===== src/hdl/frame_escape_xor_checksum_defines.svh =====
// Assertion macros for the frame escaper with XOR checksum.
// Included by the top level; no other dependencies.
`ifndef FRAME_ESCAPE_XOR_CHECKSUM_DEFINES_SVH
`define FRAME_ESCAPE_XOR_CHECKSUM_DEFINES_SVH
`ifndef SYNTHESIS
`define FEXC_ASSERT(lbl, clk, rstn, prop) \
    lbl: assert property (@(posedge clk) disable iff (!rstn) prop) \
        else $error("fexc assertion failed");
`define FEXC_ASSERT_IMPLY(lbl, clk, rstn, ante, cons) \
    lbl: assert property (@(posedge clk) disable iff (!rstn) (ante) |-> (cons)) \
        else $error("fexc implication failed");
`else
`define FEXC_ASSERT(lbl, clk, rstn, prop)
`define FEXC_ASSERT_IMPLY(lbl, clk, rstn, ante, cons)
`endif
`endif


===== src/hdl/fexc_pkg.sv =====
// Shared types, constants and helpers for the frame escaper.
// No dependencies.
package fexc_pkg;

    localparam logic [7:0] FLAG_BYTE   = 8'h7e;
    localparam logic [7:0] ESC_BYTE    = 8'h7d;
    localparam logic [7:0] ESC_OF_FLAG = 8'h02;
    localparam logic [7:0] ESC_OF_ESC  = 8'h01;

    localparam int QDEPTH = 2;
    localparam int QPTR_W = $clog2(QDEPTH);
    localparam int QCNT_W = $clog2(QDEPTH + 1);

    // One classified input byte, waiting to be expanded into output bytes.
    typedef struct packed {
        logic [7:0] data_byte;
        logic       data_esc;
        logic       frame_last;
        logic [7:0] csum;
        logic       csum_esc;
    } desc_t;

    typedef struct packed {
        logic  push;
        desc_t desc;
    } q_wr_t;

    typedef struct packed {
        logic  valid;
        desc_t desc;
    } q_rd_t;

    function automatic logic needs_escape(input logic [7:0] b);
        return (b == FLAG_BYTE) || (b == ESC_BYTE);
    endfunction

    function automatic logic [7:0] escape_code(input logic [7:0] b);
        return (b == FLAG_BYTE) ? ESC_OF_FLAG : ESC_OF_ESC;
    endfunction

endpackage


===== src/hdl/fexc_front.sv =====
// Front end: accepts input bytes, tracks frame start and running checksum,
// and pushes a classified descriptor to the queue. Depends on fexc_pkg.
module fexc_front import fexc_pkg::*; (
    input  logic       aclk,
    input  logic       aresetn,
    input  logic       s_tvalid,
    output logic       s_tready,
    input  logic [7:0] s_tdata,   // [7:0] data_byte
    input  logic       s_tlast,   // frame_last
    input  logic       q_full,
    output q_wr_t      q_wr
);

    logic [7:0] csum_reg, csum_next;
    logic       at_start_reg, at_start_next;
    logic       accept;
    logic [7:0] csum_new;

    assign s_tready = !q_full;
    assign accept   = s_tvalid && s_tready;

    // Head byte restarts the sum and is not included.
    assign csum_new = at_start_reg ? 8'h00 : (csum_reg ^ s_tdata);

    always_comb begin
        csum_next     = csum_reg;
        at_start_next = at_start_reg;
        if (accept) begin
            csum_next     = s_tlast ? 8'h00 : csum_new;
            at_start_next = s_tlast;
        end
    end

    always_comb begin
        q_wr.push            = accept;
        q_wr.desc.data_byte  = s_tdata;
        q_wr.desc.data_esc   = !at_start_reg && needs_escape(s_tdata);
        q_wr.desc.frame_last = s_tlast;
        q_wr.desc.csum       = csum_new;
        q_wr.desc.csum_esc   = needs_escape(csum_new);
    end

    always_ff @(posedge aclk) begin
        if (!aresetn) begin
            csum_reg     <= 8'h00;
            at_start_reg <= 1'b1;
        end else begin
            csum_reg     <= csum_next;
            at_start_reg <= at_start_next;
        end
    end

endmodule


===== src/hdl/fexc_queue.sv =====
// Short descriptor queue between front and back end.
// Depends on fexc_pkg.
module fexc_queue import fexc_pkg::*; (
    input  logic  aclk,
    input  logic  aresetn,
    input  q_wr_t q_wr,
    input  logic  pop,
    output logic  full,
    output q_rd_t q_rd
);

    desc_t              mem [QDEPTH];
    logic [QPTR_W-1:0]  wr_ptr_reg, wr_ptr_next;
    logic [QPTR_W-1:0]  rd_ptr_reg, rd_ptr_next;
    logic [QCNT_W-1:0]  count_reg, count_next;

    assign full       = (count_reg == QCNT_W'(QDEPTH));
    assign q_rd.valid = (count_reg != '0);
    assign q_rd.desc  = mem[rd_ptr_reg];

    always_comb begin
        wr_ptr_next = wr_ptr_reg;
        rd_ptr_next = rd_ptr_reg;
        count_next  = count_reg;
        if (q_wr.push) begin
            wr_ptr_next = (wr_ptr_reg == QPTR_W'(QDEPTH - 1)) ? '0 : wr_ptr_reg + 1'b1;
        end
        if (pop) begin
            rd_ptr_next = (rd_ptr_reg == QPTR_W'(QDEPTH - 1)) ? '0 : rd_ptr_reg + 1'b1;
        end
        case ({q_wr.push, pop})
            2'b10:   count_next = count_reg + 1'b1;
            2'b01:   count_next = count_reg - 1'b1;
            default: count_next = count_reg;
        endcase
    end

    always_ff @(posedge aclk) begin
        if (q_wr.push) begin
            mem[wr_ptr_reg] <= q_wr.desc;
        end
    end

    always_ff @(posedge aclk) begin
        if (!aresetn) begin
            wr_ptr_reg <= '0;
            rd_ptr_reg <= '0;
            count_reg  <= '0;
        end else begin
            wr_ptr_reg <= wr_ptr_next;
            rd_ptr_reg <= rd_ptr_next;
            count_reg  <= count_next;
        end
    end

endmodule


===== src/hdl/fexc_back.sv =====
// Back end: expands the head descriptor into escaped output bytes, one per
// cycle unless m_tready stalls, into a registered output stage. Depends on fexc_pkg.
module fexc_back import fexc_pkg::*; (
    input  logic       aclk,
    input  logic       aresetn,
    input  q_rd_t      q_rd,
    output logic       pop,
    output logic       m_tvalid,
    input  logic       m_tready,
    output logic [7:0] m_tdata,   // [7:0] out_byte
    output logic       m_tlast,   // run_last
    output logic       m_tuser    // frame_end
);

    typedef enum logic [4:0] {
        ST_DATA      = 5'b00001,
        ST_DATA_ESC2 = 5'b00010,
        ST_CSUM      = 5'b00100,
        ST_CSUM_ESC2 = 5'b01000,
        ST_FLAG      = 5'b10000
    } step_t;

    step_t      step_reg, step_next;
    logic       m_tvalid_reg, m_tvalid_next;
    logic [7:0] m_tdata_reg;
    logic       m_tlast_reg;
    logic       m_tuser_reg;
    logic       load;
    logic [7:0] byte_sel;
    logic       done_sel;
    logic       fend_sel;
    step_t      step_adv;

    assign load = q_rd.valid && (!m_tvalid_reg || m_tready);
    assign pop  = load && done_sel;

    always_comb begin
        byte_sel = q_rd.desc.data_byte;
        done_sel = 1'b0;
        fend_sel = 1'b0;
        step_adv = ST_DATA;
        unique case (step_reg)
            ST_DATA: begin
                byte_sel = q_rd.desc.data_esc ? ESC_BYTE : q_rd.desc.data_byte;
                done_sel = !q_rd.desc.data_esc && !q_rd.desc.frame_last;
                if (q_rd.desc.data_esc) begin
                    step_adv = ST_DATA_ESC2;
                end else if (q_rd.desc.frame_last) begin
                    step_adv = ST_CSUM;
                end else begin
                    step_adv = ST_DATA;
                end
            end
            ST_DATA_ESC2: begin
                byte_sel = escape_code(q_rd.desc.data_byte);
                done_sel = !q_rd.desc.frame_last;
                step_adv = q_rd.desc.frame_last ? ST_CSUM : ST_DATA;
            end
            ST_CSUM: begin
                byte_sel = q_rd.desc.csum_esc ? ESC_BYTE : q_rd.desc.csum;
                step_adv = q_rd.desc.csum_esc ? ST_CSUM_ESC2 : ST_FLAG;
            end
            ST_CSUM_ESC2: begin
                byte_sel = escape_code(q_rd.desc.csum);
                step_adv = ST_FLAG;
            end
            ST_FLAG: begin
                byte_sel = FLAG_BYTE;
                done_sel = 1'b1;
                fend_sel = 1'b1;
                step_adv = ST_DATA;
            end
            default: begin
                byte_sel = q_rd.desc.data_byte;
                done_sel = 1'b0;
                fend_sel = 1'b0;
                step_adv = ST_DATA;
            end
        endcase
    end

    always_comb begin
        step_next     = load ? step_adv : step_reg;
        m_tvalid_next = m_tvalid_reg;
        if (load) begin
            m_tvalid_next = 1'b1;
        end else if (m_tready) begin
            m_tvalid_next = 1'b0;
        end
    end

    always_ff @(posedge aclk) begin
        if (!aresetn) begin
            step_reg     <= ST_DATA;
            m_tvalid_reg <= 1'b0;
        end else begin
            step_reg     <= step_next;
            m_tvalid_reg <= m_tvalid_next;
        end
    end

    // Payload: load only when the output stage is free or being drained.
    always_ff @(posedge aclk) begin
        if (load) begin
            m_tdata_reg <= byte_sel;
            m_tlast_reg <= done_sel;
            m_tuser_reg <= fend_sel;
        end
    end

    assign m_tvalid = m_tvalid_reg;
    assign m_tdata  = m_tdata_reg;
    assign m_tlast  = m_tlast_reg;
    assign m_tuser  = m_tuser_reg;

endmodule


===== src/hdl/frame_escape_xor_checksum.sv =====
// Frame escaper with XOR checksum: byte-stuffs a frame and appends checksum.
//
// Input channel s_*: one raw frame byte per transfer, s_tlast on the final
// byte. The first byte of a frame passes unchanged and is not summed; every
// later byte is XORed into the checksum and escaped (0x7e -> 0x7d 0x02,
// 0x7d -> 0x7d 0x01). After the final byte the escaped checksum and a
// closing 0x7e follow.
// Output channel m_*: one encoded byte per transfer. m_tlast marks the last
// byte caused by one input transfer, m_tuser the closing 0x7e.
// The first output byte of an input passes through the queue entry and then
// the output register before it is offered on m_*. Throughput: one output
// byte per cycle while m_tready is high; an input causes 1 to 5 output bytes,
// which all leave through the single output register.
// A two-entry queue lets the input side keep accepting while output drains.
// Reset clears the checksum, marks the next byte as a frame head and empties
// the queue and output stage. When the receiver stalls, the output holds,
// the queue fills, and s_tready drops.
`include "frame_escape_xor_checksum_defines.svh"
module frame_escape_xor_checksum import fexc_pkg::*; (
    input  logic       aclk,
    input  logic       aresetn,
    input  logic       s_tvalid,
    output logic       s_tready,
    input  logic [7:0] s_tdata,   // [7:0] data_byte
    input  logic       s_tlast,   // frame_last
    output logic       m_tvalid,
    input  logic       m_tready,
    output logic [7:0] m_tdata,   // [7:0] out_byte
    output logic       m_tlast,   // run_last
    output logic       m_tuser    // frame_end
);

    q_wr_t q_wr;
    q_rd_t q_rd;
    logic  q_full;
    logic  q_pop;

    fexc_front u_front (
        .aclk     (aclk),
        .aresetn  (aresetn),
        .s_tvalid (s_tvalid),
        .s_tready (s_tready),
        .s_tdata  (s_tdata),
        .s_tlast  (s_tlast),
        .q_full   (q_full),
        .q_wr     (q_wr)
    );

    fexc_queue u_queue (
        .aclk    (aclk),
        .aresetn (aresetn),
        .q_wr    (q_wr),
        .pop     (q_pop),
        .full    (q_full),
        .q_rd    (q_rd)
    );

    fexc_back u_back (
        .aclk     (aclk),
        .aresetn  (aresetn),
        .q_rd     (q_rd),
        .pop      (q_pop),
        .m_tvalid (m_tvalid),
        .m_tready (m_tready),
        .m_tdata  (m_tdata),
        .m_tlast  (m_tlast),
        .m_tuser  (m_tuser)
    );

    `FEXC_ASSERT_IMPLY(a_frame_end_flag, aclk, aresetn, m_tvalid && m_tuser, m_tlast && (m_tdata == FLAG_BYTE))
    `FEXC_ASSERT_IMPLY(a_pop_nonempty, aclk, aresetn, q_pop, q_rd.valid)
    `FEXC_ASSERT_IMPLY(a_push_not_full, aclk, aresetn, q_wr.push, !q_full)

endmodule

===== config.mk =====
export PLATFORM = sky130hd
export DESIGN_NAME = frame_escape_xor_checksum
export DESIGN_NICKNAME = d
export VERILOG_FILES = /design/src/hdl/fexc_pkg.sv /design/src/hdl/fexc_front.sv /design/src/hdl/fexc_queue.sv /design/src/hdl/fexc_back.sv /design/src/hdl/frame_escape_xor_checksum.sv
export VERILOG_INCLUDE_DIRS = /design/src /design/src/hdl
export SDC_FILE = /design/constraint.sdc
export NUM_CORES = 1
export LEC_CHECK = 0
export ABC_CLOCK_PERIOD_IN_PS = 2500
export CORE_MARGIN = 4
export CORE_UTILIZATION = 44
export DETAILED_ROUTE_END_ITERATION = 6
export DONT_BUFFER_PORTS = 1
export PLACE_DENSITY = 0.64
export SYNTH_ARGS = -nofsm -noshare
export SYNTH_HDL_FRONTEND = slang
export SYNTH_HIERARCHICAL = 1
export SYNTH_SLANG_ARGS = --single-unit
export TNS_END_PERCENT = 100

===== constraint.sdc =====
create_clock -name aclk -period 2.5 [get_ports aclk]
set_input_delay 0.5 -clock aclk [delete_from_list [all_inputs] [get_ports aclk]]
set_output_delay 0.5 -clock aclk [all_outputs]
set_load 0.1 [all_outputs]

==> key figures <==
STA
  • Final Hold Viols: 0
  • Post-layout min period: about 2.3 ns
  • Unrepaired setup endpoints after global routing: no
  • Relative slew slack: 64.9%
  • Clock Skews: around 0.0054 ns
  • Fin Setup TNS: 0 ns
  • Final-report setup violation count: 0
  • Fmax: ~430 MHz
  • Crit share post-route: 92.5%
  • Slew Limit Fails: 0
  • Worst-Margin Slew: 0.525 ns

Yosys
  • Post-synth ARST share: 0%
  • Post-synth EDFFs: 48
  • Top_reg_cell synth: edfxtp_1
  • Net Count, Synth: around 290
  • Flops & latches, synth: 68
  • Mapped cell area: around 0.0033 sq mm
  • Syn. warnings: 6
  • Register area share after synthesis: ~57%
  • Syn_area_per_cell: roughly 12 sq um
  • Synth unique cells: 51
  • Cells after synthesis: roughly 270

GRT
  • First-pass GRT wire length: approximately 10000 um
  • Total gr overflow: 0
  • Initial antenna violation count: 0
  • Largest net degree at the start of global routing: 22
  • Number of global-route vias before repair: roughly 2k
  • Total track usage: about 15%

Floorplanning
  • Core area: 0.00721 sq mm
  • Site row count: 31
  • Die area: 0.00883 sq mm
  • Num ports: 25
  • Die W: around 94 um
  • Initial core utilization: 45.1%
  • Die Span Y: 94.0 um

CTS
  • Clock sink total: just under 70
  • Post-CTS Hold Fix Bufs: 0
  • H-tree depth: 3
  • CTS tree: done
  • CTS root buffer: clkbuf_8
  • Max Root-Sink Buffers: 2
  • Worst-skew pair later-pin latency: roughly 0.34 ns
  • TritonCTS buffer count: 9
  • Post-CTS setup buffer count: 0
  • CTS clk-pin slew, worst paths: 0.07 ns
  • Post-cts sizing count: 0

Cells and area
  • Layout cell share with drive strength beyond 1: roughly 23%
  • Diode count: 0
  • Non-filler cells, final: approximately 390
  • Area Growth Syn to Fin: 11.9%
  • Nets: 296
  • Filler instances: 664
  • Flip-flop count of the largest register after layout: 38

Drt
  • WL final: between 5000 and 6000 um
  • First DRT Iteration DRCs: 86
  • Routed WL per cell: between 15 and 20 um
  • Post-route ant nets: 0
  • Vias: 2031
  • TritonRoute pass-1 iters: 4
  • Via density: 5.26
  • Residual DRC: 0

Setup path
  • Critical Path AT: 2.59 ns
  • Largest fanout on the critical path: 4
  • Nature of the critical path endpoint: register
  • Critical path class: reg2reg
  • WP data required: 2.77 ns
  • Startpoint Class: register

Flow run
  • Number of max-cap violations: 0

Placed design
  • DP Wirelength: ~4200 um
  • Inst Count DP: 370
  • GP Congestion: ~0.87
  • Port buffer count: 0

Outcome
  • Outcome: complete, no violations

Power
  • Power density cells: 1250 mW/mm^2
  • Leak pwr: roughly 1.3 nW
  • VDD IR max: a little under 0.7 mV

Worst hold path
  • Hold/Removal Path Class: in2reg
[final timing paths]
path / from / endpoint / slack, ns / cells past startpoint
max: register / u_queue/count_reg[1] / 0.19 / 8
min: aresetn / u_front/at_start_reg / 0.23 / 1
max reg2reg: register / u_queue/count_reg[1] / 0.19 / 8
min reg2reg: u_front/csum_reg[0] / u_front/csum_reg[0] / 0.50 / 2
[Yosys cell counts, drive strengths merged, types with 4 or more instances]
library cell,count,area [sq um]
edfxtp,48,1440
dfxtp,20,400
nor2,20,75.1
mux2,19,214
buf,16,123
o21ai,15,75.1
nand2,12,45.0
a21boi,11,82.6
inv,11,41.3
nor3,11,55.1
xnor2,9,78.8
and2,8,50.1
clkbuf,5,18.8
nand2b,5,38.8
nand4,5,31.3
nand4b,5,43.8
xor2,5,43.8
nor2b,4,25.0
o21a,4,30.0
or3,4,30.0
[metal layers]
metal  part of all wire [%]  vias up  wire length [um]  GRT usage, %
met5                      0        -                 0             0
met3                    6.4       14               386          4.57
met1                     46      933              2760          19.8
met2                     45       65              2710          22.5
met4                    2.4        0               141          7.58
li1                       -     1019                 -             -
[worst max-delay path: stages (launching register included)]
cell and delay [ns]:
dfxtp_1 0.34, mux2_2 0.35, or3b_4 0.40, a211oi_2 0.18, o21a_1 0.15, and2_4 0.16, ha_4 0.20, or3_1 0.35
a21boi_1 0.13
[layout by cell type (no fill, tap or decap), drive strengths merged, types with 3 or more instances in the layout]
master,n
clkbuf,10
o21a,4
xnor2,9
nor2b,4
nand2,12
xor2,5
dfxtp,20
o21ai,15
mux2,19
nand4,5
nor4,3
a21boi,11
nor3,11
and2,8
bufinv,3
nor2,20
nand2b,5
or3,4
o221ai,3
edfxtp,48
inv,11
a21oi,3
nand3,3
nand4b,5
buf,18
[stage by stage]
step / worst slack (ns) / instance area, sq um / utilization [%] / hold slack (ns) / power [mW]
finish: 0.187 / 3640 / 50.4 / 0.232 / 4.53
global placement: 0.229 / 3390 / 47.0 / 0.453 / 3.44
global route: 0.0922 / 3640 / 50.4 / 0.219 / 4.75
floorplan: 0.0233 / 3280 / - / 0.448 / 3.13
CTS: 0.173 / 3640 / 50.4 / 0.222 / 4.57
detailed placement: 0.201 / 3390 / 47.0 / 0.465 / 3.46
[cell families (layout without fill, tap and decap cells)]
family / Yosys count / in the layout / synth area share (%)
compound gates: 49 / 49 / 10.9
flops: 68 / 68 / 56.6
xor+xnor: 14 / 14 / 3.77
mux: 19 / 19 / 6.58
simple gates: 91 / 91 / 16.1
fa+ha+maj: 1 / 1 / 0.385
buf+inv: 32 / 45 / 5.62
[final cells by class]
type,count,area (sq um),share of cell area (%)
inverter,11,41.3,1.13
multi-input combinational,174,1250,34.3
tap,99,124,3.40
sequential,68,1840,50.6
clock buffer,10,138,3.78
clock inverter,6,111,3.06
timing repair buffer,18,135,3.71
[power by group]
group	internal (mW)	switching (mW)	leakage [nW]
Combinational	0.556	1.25	0.529
Sequential	1.50	0.124	0.620
Clock	0.689	0.418	0.122
Total	2.74	1.79	1.27
Note: power is estimated with default switching activity, not from simulation.
